<file path="src/sv/mrb_pkg.sv">
`timescale 1ns / 1ps
// Package with the widths and beat types of the memory request buffer.
package mrb_pkg;

  localparam int unsigned DATA_WIDTH = 32;
  localparam int unsigned ADDR_WIDTH = 32;
  localparam int unsigned SIZE_WIDTH = 2;
  localparam int unsigned NUM_SLOTS  = 2;

  typedef struct packed {
    logic                  push;
    logic [DATA_WIDTH-1:0] data;
    logic [ADDR_WIDTH-1:0] addr;
    logic                  store;
    logic                  load;
    logic [SIZE_WIDTH-1:0] size;
    logic                  ack;
  } req_t;

  typedef struct packed {
    logic [DATA_WIDTH-1:0] data;
    logic [ADDR_WIDTH-1:0] addr;
    logic                  store;
    logic                  load;
    logic [SIZE_WIDTH-1:0] size;
    logic                  full;
    logic                  empty;
  } res_t;

endpackage

</file>
<file path="src/sv/two_entry_memory_request_buffer_core.sv">
`timescale 1ns / 1ps
// Top level of the two-slot memory request buffer between a cache and the memory bus.
//
// Each input beat carries one clock tick of the cache side: an optional
// request push (data, address, size, store and load marks) and the bus
// acknowledge level. Each input beat yields exactly one result beat with the
// request presented to memory (data, address, store, load, size) and the
// full and empty flags, all showing the buffer state after that tick.
// Both channels use valid and stall; a beat moves when valid is high and
// stall is low.
// The input register captures the beat, then the slot logic updates the
// two slots and loads the result register.
// Throughput is one beat per cycle while the receiver does not stall.
// When the receiver stalls, the result register holds its beat and the
// input register fills; in_stall_o then rises and holds further beats.
// Reset clears both slots, the slot pointer, the load wait flag and the
// held data and address, and leaves both registers empty.
module two_entry_memory_request_buffer_core (
  input  logic                           clk_i,
  input  logic                           rst_ni,
  input  logic                           in_valid_i,
  output logic                           in_stall_o,
  input  logic                           push_req_i,
  input  logic [mrb_pkg::DATA_WIDTH-1:0] req_data_i,
  input  logic [mrb_pkg::ADDR_WIDTH-1:0] req_addr_i,
  input  logic                           req_store_i,
  input  logic                           req_load_i,
  input  logic [mrb_pkg::SIZE_WIDTH-1:0] req_size_i,
  input  logic                           bus_ack_i,
  output logic                           out_valid_o,
  input  logic                           out_stall_i,
  output logic [mrb_pkg::DATA_WIDTH-1:0] out_data_o,
  output logic [mrb_pkg::ADDR_WIDTH-1:0] out_addr_o,
  output logic                           out_store_o,
  output logic                           out_load_o,
  output logic [mrb_pkg::SIZE_WIDTH-1:0] out_size_o,
  output logic                           is_full_o,
  output logic                           is_empty_o
);
  import mrb_pkg::*;

  req_t req_in;
  req_t req_s1;
  logic s1_valid;
  logic adv;
  res_t res_d;
  res_t res_q;

  assign req_in.push  = push_req_i;
  assign req_in.data  = req_data_i;
  assign req_in.addr  = req_addr_i;
  assign req_in.store = req_store_i;
  assign req_in.load  = req_load_i;
  assign req_in.size  = req_size_i;
  assign req_in.ack   = bus_ack_i;

  mrb_in_reg u_in_reg (
    .clk_i      (clk_i),
    .rst_ni     (rst_ni),
    .in_valid_i (in_valid_i),
    .in_stall_o (in_stall_o),
    .req_i      (req_in),
    .adv_i      (adv),
    .valid_o    (s1_valid),
    .req_o      (req_s1)
  );

  mrb_slots u_slots (
    .clk_i  (clk_i),
    .rst_ni (rst_ni),
    .step_i (s1_valid && adv),
    .req_i  (req_s1),
    .res_o  (res_d)
  );

  mrb_out_reg u_out_reg (
    .clk_i       (clk_i),
    .rst_ni      (rst_ni),
    .valid_i     (s1_valid),
    .res_i       (res_d),
    .adv_o       (adv),
    .out_valid_o (out_valid_o),
    .out_stall_i (out_stall_i),
    .res_o       (res_q)
  );

  assign out_data_o  = res_q.data;
  assign out_addr_o  = res_q.addr;
  assign out_store_o = res_q.store;
  assign out_load_o  = res_q.load;
  assign out_size_o  = res_q.size;
  assign is_full_o   = res_q.full;
  assign is_empty_o  = res_q.empty;

  assert property (@(posedge clk_i) disable iff (!rst_ni)
    out_valid_o |-> !(is_full_o && is_empty_o))
    else $error("Buffer reported full and empty at once.");

  assert property (@(posedge clk_i) disable iff (!rst_ni)
    (out_valid_o && is_empty_o) |-> (!out_store_o && !out_load_o && out_size_o == '0))
    else $error("Request shown on the bus while the buffer is empty.");

  assert property (@(posedge clk_i) disable iff (!rst_ni)
    in_stall_o |-> (out_valid_o && out_stall_i))
    else $error("Input stalled while the result register can advance.");

endmodule

</file>
<file path="src/sv/mrb_in_reg.sv">
`timescale 1ns / 1ps
// Input register stage that captures one request beat per cycle while in_stall_o is low.
module mrb_in_reg (
  input  logic          clk_i,
  input  logic          rst_ni,
  input  logic          in_valid_i,
  output logic          in_stall_o,
  input  mrb_pkg::req_t req_i,
  input  logic          adv_i,
  output logic          valid_o,
  output mrb_pkg::req_t req_o
);
  import mrb_pkg::*;

  logic valid_q;
  logic valid_d;
  req_t req_q;
  logic load_en;

  assign in_stall_o = valid_q && !adv_i;
  assign load_en    = in_valid_i && !in_stall_o;
  assign valid_d    = load_en ? 1'b1 : (adv_i ? 1'b0 : valid_q);

  always_ff @(posedge clk_i or negedge rst_ni) begin
    if (!rst_ni) begin
      valid_q <= 1'b0;
    end else begin
      valid_q <= valid_d;
    end
  end

  always_ff @(posedge clk_i) begin
    if (load_en) begin
      req_q <= req_i;
    end
  end

  assign valid_o = valid_q;
  assign req_o   = req_q;

endmodule

</file>
<file path="src/sv/mrb_slots.sv">
`timescale 1ns / 1ps
// Slot storage, acknowledge and write handling, and next result computation.
module mrb_slots (
  input  logic          clk_i,
  input  logic          rst_ni,
  input  logic          step_i,
  input  mrb_pkg::req_t req_i,
  output mrb_pkg::res_t res_o
);
  import mrb_pkg::*;

  logic [DATA_WIDTH-1:0] data_q  [NUM_SLOTS];
  logic [ADDR_WIDTH-1:0] addr_q  [NUM_SLOTS];
  logic [SIZE_WIDTH-1:0] size_q  [NUM_SLOTS];
  logic [NUM_SLOTS-1:0]  store_q;
  logic [NUM_SLOTS-1:0]  load_q;
  logic [NUM_SLOTS-1:0]  valid_q;
  logic                  cur_q;
  logic                  lw_q;
  logic [DATA_WIDTH-1:0] held_data_q;
  logic [ADDR_WIDTH-1:0] held_addr_q;

  logic [DATA_WIDTH-1:0] data_d  [NUM_SLOTS];
  logic [ADDR_WIDTH-1:0] addr_d  [NUM_SLOTS];
  logic [SIZE_WIDTH-1:0] size_d  [NUM_SLOTS];
  logic [NUM_SLOTS-1:0]  store_d;
  logic [NUM_SLOTS-1:0]  load_d;
  logic [NUM_SLOTS-1:0]  valid_d;
  logic                  cur_d;
  logic                  lw_d;
  logic [DATA_WIDTH-1:0] held_data_d;
  logic [ADDR_WIDTH-1:0] held_addr_d;
  logic                  wr_en;
  logic                  wr_idx;

  always_comb begin
    valid_d = valid_q;
    cur_d   = cur_q;
    lw_d    = lw_q;
    if (valid_q[cur_q]) begin
      if (req_i.ack) begin
        if (store_q[cur_q]) begin
          valid_d[cur_q] = 1'b0;
          cur_d          = ~cur_q;
        end else begin
          lw_d = 1'b1;
        end
      end else if (lw_q) begin
        lw_d           = 1'b0;
        valid_d[cur_q] = 1'b0;
        cur_d          = ~cur_q;
      end
    end

    wr_en  = 1'b0;
    wr_idx = cur_q;
    if (req_i.push) begin
      if (valid_q == '0) begin
        wr_en  = 1'b1;
        wr_idx = cur_q;
      end else if (!valid_q[0]) begin
        wr_en  = 1'b1;
        wr_idx = 1'b0;
      end else if (!valid_q[1]) begin
        wr_en  = 1'b1;
        wr_idx = 1'b1;
      end
    end

    store_d = store_q;
    load_d  = load_q;
    for (int i = 0; i < NUM_SLOTS; i++) begin
      data_d[i] = data_q[i];
      addr_d[i] = addr_q[i];
      size_d[i] = size_q[i];
    end
    if (wr_en) begin
      data_d[wr_idx]  = req_i.data;
      addr_d[wr_idx]  = req_i.addr;
      size_d[wr_idx]  = req_i.size;
      store_d[wr_idx] = req_i.store;
      load_d[wr_idx]  = req_i.load;
      valid_d[wr_idx] = req_i.store | req_i.load;
    end

    held_data_d = held_data_q;
    held_addr_d = held_addr_q;
    res_o.store = 1'b0;
    res_o.load  = 1'b0;
    res_o.size  = '0;
    if (valid_d[cur_d]) begin
      held_data_d = data_d[cur_d];
      held_addr_d = addr_d[cur_d];
      res_o.store = store_d[cur_d];
      res_o.load  = load_d[cur_d];
      res_o.size  = size_d[cur_d];
    end
    res_o.data  = held_data_d;
    res_o.addr  = held_addr_d;
    res_o.full  = valid_d[0] && valid_d[1];
    res_o.empty = !valid_d[0] && !valid_d[1];
  end

  always_ff @(posedge clk_i or negedge rst_ni) begin
    if (!rst_ni) begin
      store_q     <= '0;
      load_q      <= '0;
      valid_q     <= '0;
      cur_q       <= 1'b0;
      lw_q        <= 1'b0;
      held_data_q <= '0;
      held_addr_q <= '0;
    end else if (step_i) begin
      store_q     <= store_d;
      load_q      <= load_d;
      valid_q     <= valid_d;
      cur_q       <= cur_d;
      lw_q        <= lw_d;
      held_data_q <= held_data_d;
      held_addr_q <= held_addr_d;
    end
  end

  always_ff @(posedge clk_i) begin
    if (step_i && wr_en) begin
      data_q[wr_idx] <= req_i.data;
      addr_q[wr_idx] <= req_i.addr;
      size_q[wr_idx] <= req_i.size;
    end
  end

endmodule

</file>
<file path="src/sv/mrb_out_reg.sv">
`timescale 1ns / 1ps
// Result register that holds one result beat until the receiver takes it.
module mrb_out_reg (
  input  logic          clk_i,
  input  logic          rst_ni,
  input  logic          valid_i,
  input  mrb_pkg::res_t res_i,
  output logic          adv_o,
  output logic          out_valid_o,
  input  logic          out_stall_i,
  output mrb_pkg::res_t res_o
);
  import mrb_pkg::*;

  logic valid_q;
  res_t res_q;

  assign adv_o = !valid_q || !out_stall_i;

  always_ff @(posedge clk_i or negedge rst_ni) begin
    if (!rst_ni) begin
      valid_q <= 1'b0;
    end else if (adv_o) begin
      valid_q <= valid_i;
    end
  end

  always_ff @(posedge clk_i) begin
    if (adv_o && valid_i) begin
      res_q <= res_i;
    end
  end

  assign out_valid_o = valid_q;
  assign res_o       = res_q;

endmodule

</file>
<file path="config.mk">
export PLATFORM = sky130hd
export DESIGN_NAME = two_entry_memory_request_buffer_core
export DESIGN_NICKNAME = d
export VERILOG_FILES = /design/src/sv/mrb_pkg.sv /design/src/sv/two_entry_memory_request_buffer_core.sv /design/src/sv/mrb_in_reg.sv /design/src/sv/mrb_slots.sv /design/src/sv/mrb_out_reg.sv
export SDC_FILE = /design/constraint.sdc
export NUM_CORES = 1
export LEC_CHECK = 0
export ABC_AREA = 1
export ABC_CLOCK_PERIOD_IN_PS = 13300
export CORE_MARGIN = 2
export CORE_UTILIZATION = 23
export DETAILED_ROUTE_END_ITERATION = 6
export DONT_BUFFER_PORTS = 1
export PLACE_DENSITY_LB_ADDON = 0.1
export SLEW_MARGIN = 5
export SYNTH_ARGS = -nofsm -noshare
export SYNTH_HDL_FRONTEND = slang
export SYNTH_SLANG_ARGS = --single-unit
export TNS_END_PERCENT = 20
</file>
<file path="constraint.sdc">
create_clock -name clk_i -period 13.3 [get_ports clk_i]
set_input_delay 1.995 -clock clk_i [delete_from_list [all_inputs] [get_ports clk_i]]
set_output_delay 1.995 -clock clk_i [all_outputs]
set_load 0.03 [all_outputs]
</file>
==> impl_metrics.py, run 1 <==
metrics = {
    "timing": {
        "rsz0062_at_grt": "false",
        "setup_tns_ns": 0,
        "min_period_ns": 4.58,
        "maxSlewViolCount": 0,
        "timing.hold.ws_ns": 0.476,
        "finalSetupViolations": 0,
        "tightest_slew_ns": 1.02,
        "final.period_utilization_pct": 34.4,
        "finClkSkew_ns": 0.0146,
        "hold_viol_final": 0,
        "clock.fmax_ghz": 0.218,
        "slew_headroom_pct": 32.2,
    },
    "synthesis": {
        "synth_simple_gate_area_share_pct": 22.8,
        "syn-num-nets": 1587,
        "yosys_warnings": 0,
        "avgSynthCellArea_um2": 10.2,
        "synthTopCellsByArea": "edfxtp_1 (53%), dfrtp_1 (12%), nand2_1 (12%)",
        "yosysTopAreaCellShare_pct": 53.2,
        "synth_cell_types": 25,
        "yosys.area.top_type": "edfxtp_1",
        "synthAdderAreaFrac_pct": 0,
        "synthesis.area_um2": 15400,
        "synth_top_family_by_area": "simple AND/OR/NAND/NOR gates",
        "synthMuxAreaShare_pct": 0,
        "synth-xor-area-share_pct": 0,
        "synth-seq-cells": 346,
        "ys_seq_area_share_pct": 65.2,
        "synthCells": 1513,
        "synth_compound_area_share_pct": 4.90,
    },
    "run": {
        "maxCapViolations": 0,
    },
    "placed_design": {
        "hpwl_mm": 23.3,
        "place_congestion": 0.714,
        "portBuffers": 0,
        "placed_area_um2": 16100,
        "place_inst": 2304,
    },
    "die": {
        "pin_count": 146,
        "core_area_um2": 66000,
        "die_h_um": 262,
        "rows": 94,
        "die-area_um2": 68900,
        "initial_core_util_pct": 23.3,
        "die_w_um": 262,
    },
    "layout": {
        "finish.utilization_pct": 26.4,
        "layout_commonest_cell": "nand2_1",
        "instances_no_fill": 2384,
        "final_cell_mix": "nand2_1 (479), edfxtp_1 (272), nand3_1 (185)",
        "nNetsFinal": 1559,
        "synthToLayoutAreaGrowth_pct": 13.5,
        "finish.instance_area_um2": 17400,
        "drive_gt1_share_pct": 8.10,
    },
    "clock_network": {
        "cts.sinks": 346,
        "clockRootBuffer": "clkbuf_16",
        "cts_tree": "done",
        "path_clk_slew_ns": 0.06,
        "cts-buffers-inserted": 43,
        "cts_setup_buffers": 0,
        "hold_buffers": 0,
        "postCtsResizedCells": 0,
        "worstSkewPairLatency_ns": 0.56,
        "clk_path_buf_depth": 3,
        "htree_levels": 2,
    },
    "global_route": {
        "grt_antenna_before_repair": 2,
        "grt_max_degree": 95,
        "first_global_vias": 9751,
        "grtUsageTotal_pct": 12.0,
        "grt_first_pass_wirelength_mm": 63.3,
        "gr-total-overflow": 0,
    },
    "hold_path": {
        "min_path_type": "reg -> reg",
    },
    "power_and_ir_drop": {
        "powerDensity_nw_per_um2": 265,
        "p_leak_nw": 7.03,
        "peakVddDrop_mv": 0.154,
    },
    "route": {
        "routed_via_density": 4.10,
        "drt_iter0_drc": 612,
        "drc": 0,
        "routedWlPerCell_um": 17.2,
        "wirelength_mm": 41.1,
        "drt_pass1_iterations": 5,
        "via_count": 9770,
        "antenna_left": 0,
    },
    "worst_setup_path": {
        "slowest_stage": "nor2_1",
        "cp.arrival_ns": 2.58,
        "cp-end-kind": "output pin",
        "worstSetupPathType": "in -> out",
        "crit_family": "simple AND/OR/NAND/NOR gates",
        "critical_path_buf_inv_count": 0,
        "startpoint_type": "input pin",
        "max_stage_delay_ns": 0.50,
        "crit_fanout": 3,
        "crit_chain": "nand2_1 -> nor2_1",
        "crit_required_ns": 11.31,
    },
    "run_status": {
        "status": "finished clean",
    },
}
==> cell usage after synthesis <==
master / count
buf_2: 21
a31oi_1: 1
a32oi_1: 1
buf_1: 12
inv_1: 149
buf_6: 9
edfxtp_1: 272
dfrtp_1: 74
buf_12: 2
nor2_4: 2
inv_4: 1
clkbuf_1: 24
nand3_1: 185
o21ai_2: 2
nand2_4: 5
nand2_1: 480
nand3_2: 11
buf_4: 17
nor2_1: 8
o21ai_0: 144
nand4_1: 1
inv_2: 3
nor3_1: 1
and2_1: 64
nand2_2: 24
==> metrics by stage <==
step / power [mW] / setup slack (ns)
2_1_floorplan: 3.15 / 5.72
3_3_place_gp: 3.54 / 8.61
3_5_place_dp: 3.57 / 8.64
4_1_cts: 4.75 / 8.62
5_1_grt: 5.00 / 8.40
6_report: 4.62 / 8.72
==> cell families after synthesis <==
family          Yosys count
buf+inv                 238
compound gates          148
flops                   346
simple gates            781
==> power by group <==
group          switching, mW  internal, mW
clock                  0.465         0.683
combinational           1.06         0.483
sequential             0.365          1.57
==> worst paths after layout <==
check | start | to | slack, ns | depth (start not counted)
min in group asynchronous | rst_ni | u_slots.held_data_q[15]$_DFFE_PN0N_ | 1.14 | 0
max reg2reg | u_slots.cur_q$_DFFE_PN0N_ | u_out_reg.res_o[47]$_DFFE_PN_ | 8.92 | 10
min | u_slots.held_addr_q[6]$_DFFE_PN0N_ | u_slots.held_addr_q[6]$_DFFE_PN0N_ | 0.48 | 2
max in group asynchronous | rst_ni | u_slots.held_addr_q[23]$_DFFE_PN0N_ | 11.97 | 0
min reg2reg | u_slots.held_addr_q[6]$_DFFE_PN0N_ | u_slots.held_addr_q[6]$_DFFE_PN0N_ | 0.48 | 2
max | out_stall_i | in_stall_o | 8.72 | 2
==> layer usage <==
metal / global-route usage [%] / routed length, um / up-vias
met1: 15.6 / 18900 / 4624
met3: 3.02 / 2000 / 48
li1: - / - / 4930
met4: 3.11 / 696 / 0
met2: 19.9 / 19500 / 168
met5: 0 / 0 / -
==> worst min-delay path, stage by stage, from the launching register on <==
cell and delay, ns:
dfrtp_1 0.34, nand2_1 0.05, nand2_1 0.05
==> flip-flops by register name, indices dropped and copies added, names as in the netlist <==
register	flops
u_slots.held_addr_q	32
u_in_reg.req_o	70
u_slots.cur_q	1
u_slots.held_data_q	32
u_slots.lw_q	1
u_in_reg.valid_o	1
u_out_reg.res_o	70
u_out_reg.out_valid_o	1
u_slots.load_q	2
u_slots.data_q	64
u_slots.valid_q	2
u_slots.addr_q	64
u_slots.size_q	4
u_slots.store_q	2
==> final cells by class <==
| cell class | count | area [um2] |
|---|---|---|
| Antenna cell | 1 | 2.50 |
| Inverter | 153 | 588 |
| Tap cell | 864 | 1080 |
| Clock buffer | 61 | 1240 |
| Clock inverter | 18 | 135 |
| Multi-Input combinational cell | 929 | 4290 |
| Fill cell | 6923 | 48500 |
| Sequential cell | 346 | 10000 |
| Timing Repair Buffer | 12 | 90.1 |
Note: power is estimated with default switching activity, not from simulation.
==> inputs of run 2 (changes only) <==
ABC_CLOCK_PERIOD_IN_PS = 4500   (was 13300)
clock period = 4.5 ns   (was 13.3 ns; I/O delays follow)
==> impl_metrics.py, run 2 (synthesis results as in run 1) <==
metrics = {
    "timing": {
        "setup_tns_ns": 0,
        "maxSlewViolCount": 0,
        "timing.hold.ws_ns": 0.0360,
        "hold_viol_final": 0,
        "finClkSkew_ns": 0.00832,
        "rsz0062_at_grt": "false",
        "final.period_utilization_pct": 70.8,
        "clock.fmax_ghz": 0.314,
        "min_period_ns": 3.19,
        "tightest_slew_ns": 1.12,
        "slew_headroom_pct": 25.2,
        "setup_slack_ns": 1.31,
        "finalSetupViolations": 0,
    },
    "worst_setup_path": {
        "cp-end-kind": "flip-flop",
        "crit_start": "u_slots.cur_q$_DFFE_PN0N_",
        "r2r_setup_slack_ns": 1.31,
        "crit_required_ns": 4.82,
        "crit_fanout": 64,
        "reg2reg_to": "u_out_reg.res_o[50]$_DFFE_PN_",
        "startpoint_type": "flip-flop",
        "r2r-start": "u_slots.cur_q$_DFFE_PN0N_",
        "cp.arrival_ns": 3.50,
        "worstSetupPathType": "reg -> reg",
        "r2r_cells": 8,
    },
    "clock_network": {
        "clockRootBuffer": "clkbuf_16",
        "htree_levels": 2,
        "clk_path_buf_depth": 3,
        "postCtsResizedCells": 0,
        "worstSkewPairLatency_ns": 0.56,
        "cts-buffers-inserted": 43,
        "cts_setup_buffers": 0,
        "cts.sinks": 346,
        "cts_tree": "done",
        "hold_buffers": 1,
        "path_clk_slew_ns": 0.06,
    },
    "route": {
        "routedWlPerCell_um": 18.1,
        "via_count": 9873,
        "drt_pass1_iterations": 5,
        "drt_iter0_drc": 520,
        "drc": 0,
        "wirelength_mm": 43.3,
        "antenna_left": 0,
        "routed_via_density": 4.13,
    },
    "placed_design": {
        "portBuffers": 0,
        "place_congestion": 0.704,
        "hpwl_mm": 24.2,
        "place_inst": 2308,
        "pre_cts_ws_ns": 1.21,
        "placed_area_um2": 16100,
    },
    "power_and_ir_drop": {
        "peakVddDrop_mv": 0.487,
        "powerDensity_nw_per_um2": 794,
        "p_clk_share_pct": 25.2,
        "seqPwrFrac_pct": 41.0,
        "combPwrFrac_pct": 33.8,
        "p_sw_mw": 5.71,
        "p_leak_nw": 7.09,
        "total_power_mw": 13.9,
        "switching_share_pct": 41.0,
        "intPower_mw": 8.23,
    },
    "die": {
        "rows": 94,
        "core_area_um2": 66000,
        "die_w_um": 262,
        "die_h_um": 262,
        "pin_count": 146,
        "die-area_um2": 68900,
        "initial_core_util_pct": 23.3,
    },
    "run_status": {
        "status": "finished clean",
    },
    "layout": {
        "drive_gt1_share_pct": 8.73,
        "final_cell_mix": "nand2_1 (479), edfxtp_1 (272), nand3_1 (185)",
        "layout_commonest_cell": "nand2_1",
        "diodes": 0,
        "nNetsFinal": 1564,
        "instances_no_fill": 2388,
        "finish.utilization_pct": 26.6,
        "nFillCells": 6820,
        "finish.instance_area_um2": 17600,
        "synthToLayoutAreaGrowth_pct": 14.4,
    },
    "run": {
        "maxCapViolations": 0,
    },
    "global_route": {
        "grt_antenna_before_repair": 4,
        "grtUsageTotal_pct": 12.6,
        "gr-total-overflow": 0,
        "grt_first_pass_wirelength_mm": 66.1,
        "grt_max_degree": 82,
        "first_global_vias": 9994,
    },
    "hold_path": {
        "min_path_type": "in -> async",
    },
}
[run 2: cell types whose count changed in the layout (fill, tap and decap cells not counted), sizes merged]
cell	change
bufinv	+1
buf	+5
clkbuf	+5
clkinvlp	+1
diode	-1
clkinv	-7
[run 2: power groups by stage]
stage | Sequential [mW] | Combinational [mW] | Clock [mW]
floorplan | 5.57 | 3.72 | 0
global placement | 5.81 | 4.76 | 0
detailed placement | 5.81 | 4.83 | 0
CTS | 5.75 | 4.86 | 3.67
global route | 5.82 | 5.45 | 3.77
finish | 5.71 | 4.71 | 3.52
[run 2: worst max-delay path: stages, from the launching register on]
cell and delay [ns]:
dfrtp_1 0.44, inv_2 0.16, nor2_4 0.06, clkinv_2 0.40, nand2_4 0.38, nand2_4 0.19, buf_4 0.82, nand3_1 0.20
and2_1 0.23
[run 2: worst max path at each step]
stage,to,slack [ns],depth (start not counted)
5_1_grt,u_out_reg.res_o[60]$_DFFE_PN_,1.06,8
3_5_place_dp,u_out_reg.res_o[39]$_DFFE_PN_,1.21,8
3_3_place_gp,u_out_reg.res_o[52]$_DFFE_PN_,1.29,8
4_1_cts,u_out_reg.res_o[23]$_DFFE_PN_,1.20,8
6_report,u_out_reg.res_o[50]$_DFFE_PN_,1.31,8
2_1_floorplan,u_slots.addr_q[0][0]$_DFFE_PP_,0.31,4
[run 2: cell type report]
class	instances	area (um2)	share of cell area [%]
sequential	346	10000	57.0
multi-input combinational	929	4300	24.5
clock buffer	66	1280	7.31
tap	864	1080	6.15
inverter	153	588	3.35
timing repair buffer	17	160	0.911
clock inverter	13	143	0.812
[run 2: layer usage]
| layer | wire length, um | track usage [%] | share of wire [%] | vias to the layer above |
|---|---|---|---|---|
| li1 | - | - | - | 4934 |
| met3 | 2200 | 3.27 | 5.1 | 72 |
| met2 | 20500 | 21.3 | 47 | 163 |
| met5 | 54 | 0 | 0.12 | - |
| met1 | 19600 | 16.0 | 45 | 4696 |
| met4 | 967 | 3.53 | 2.2 | 8 |
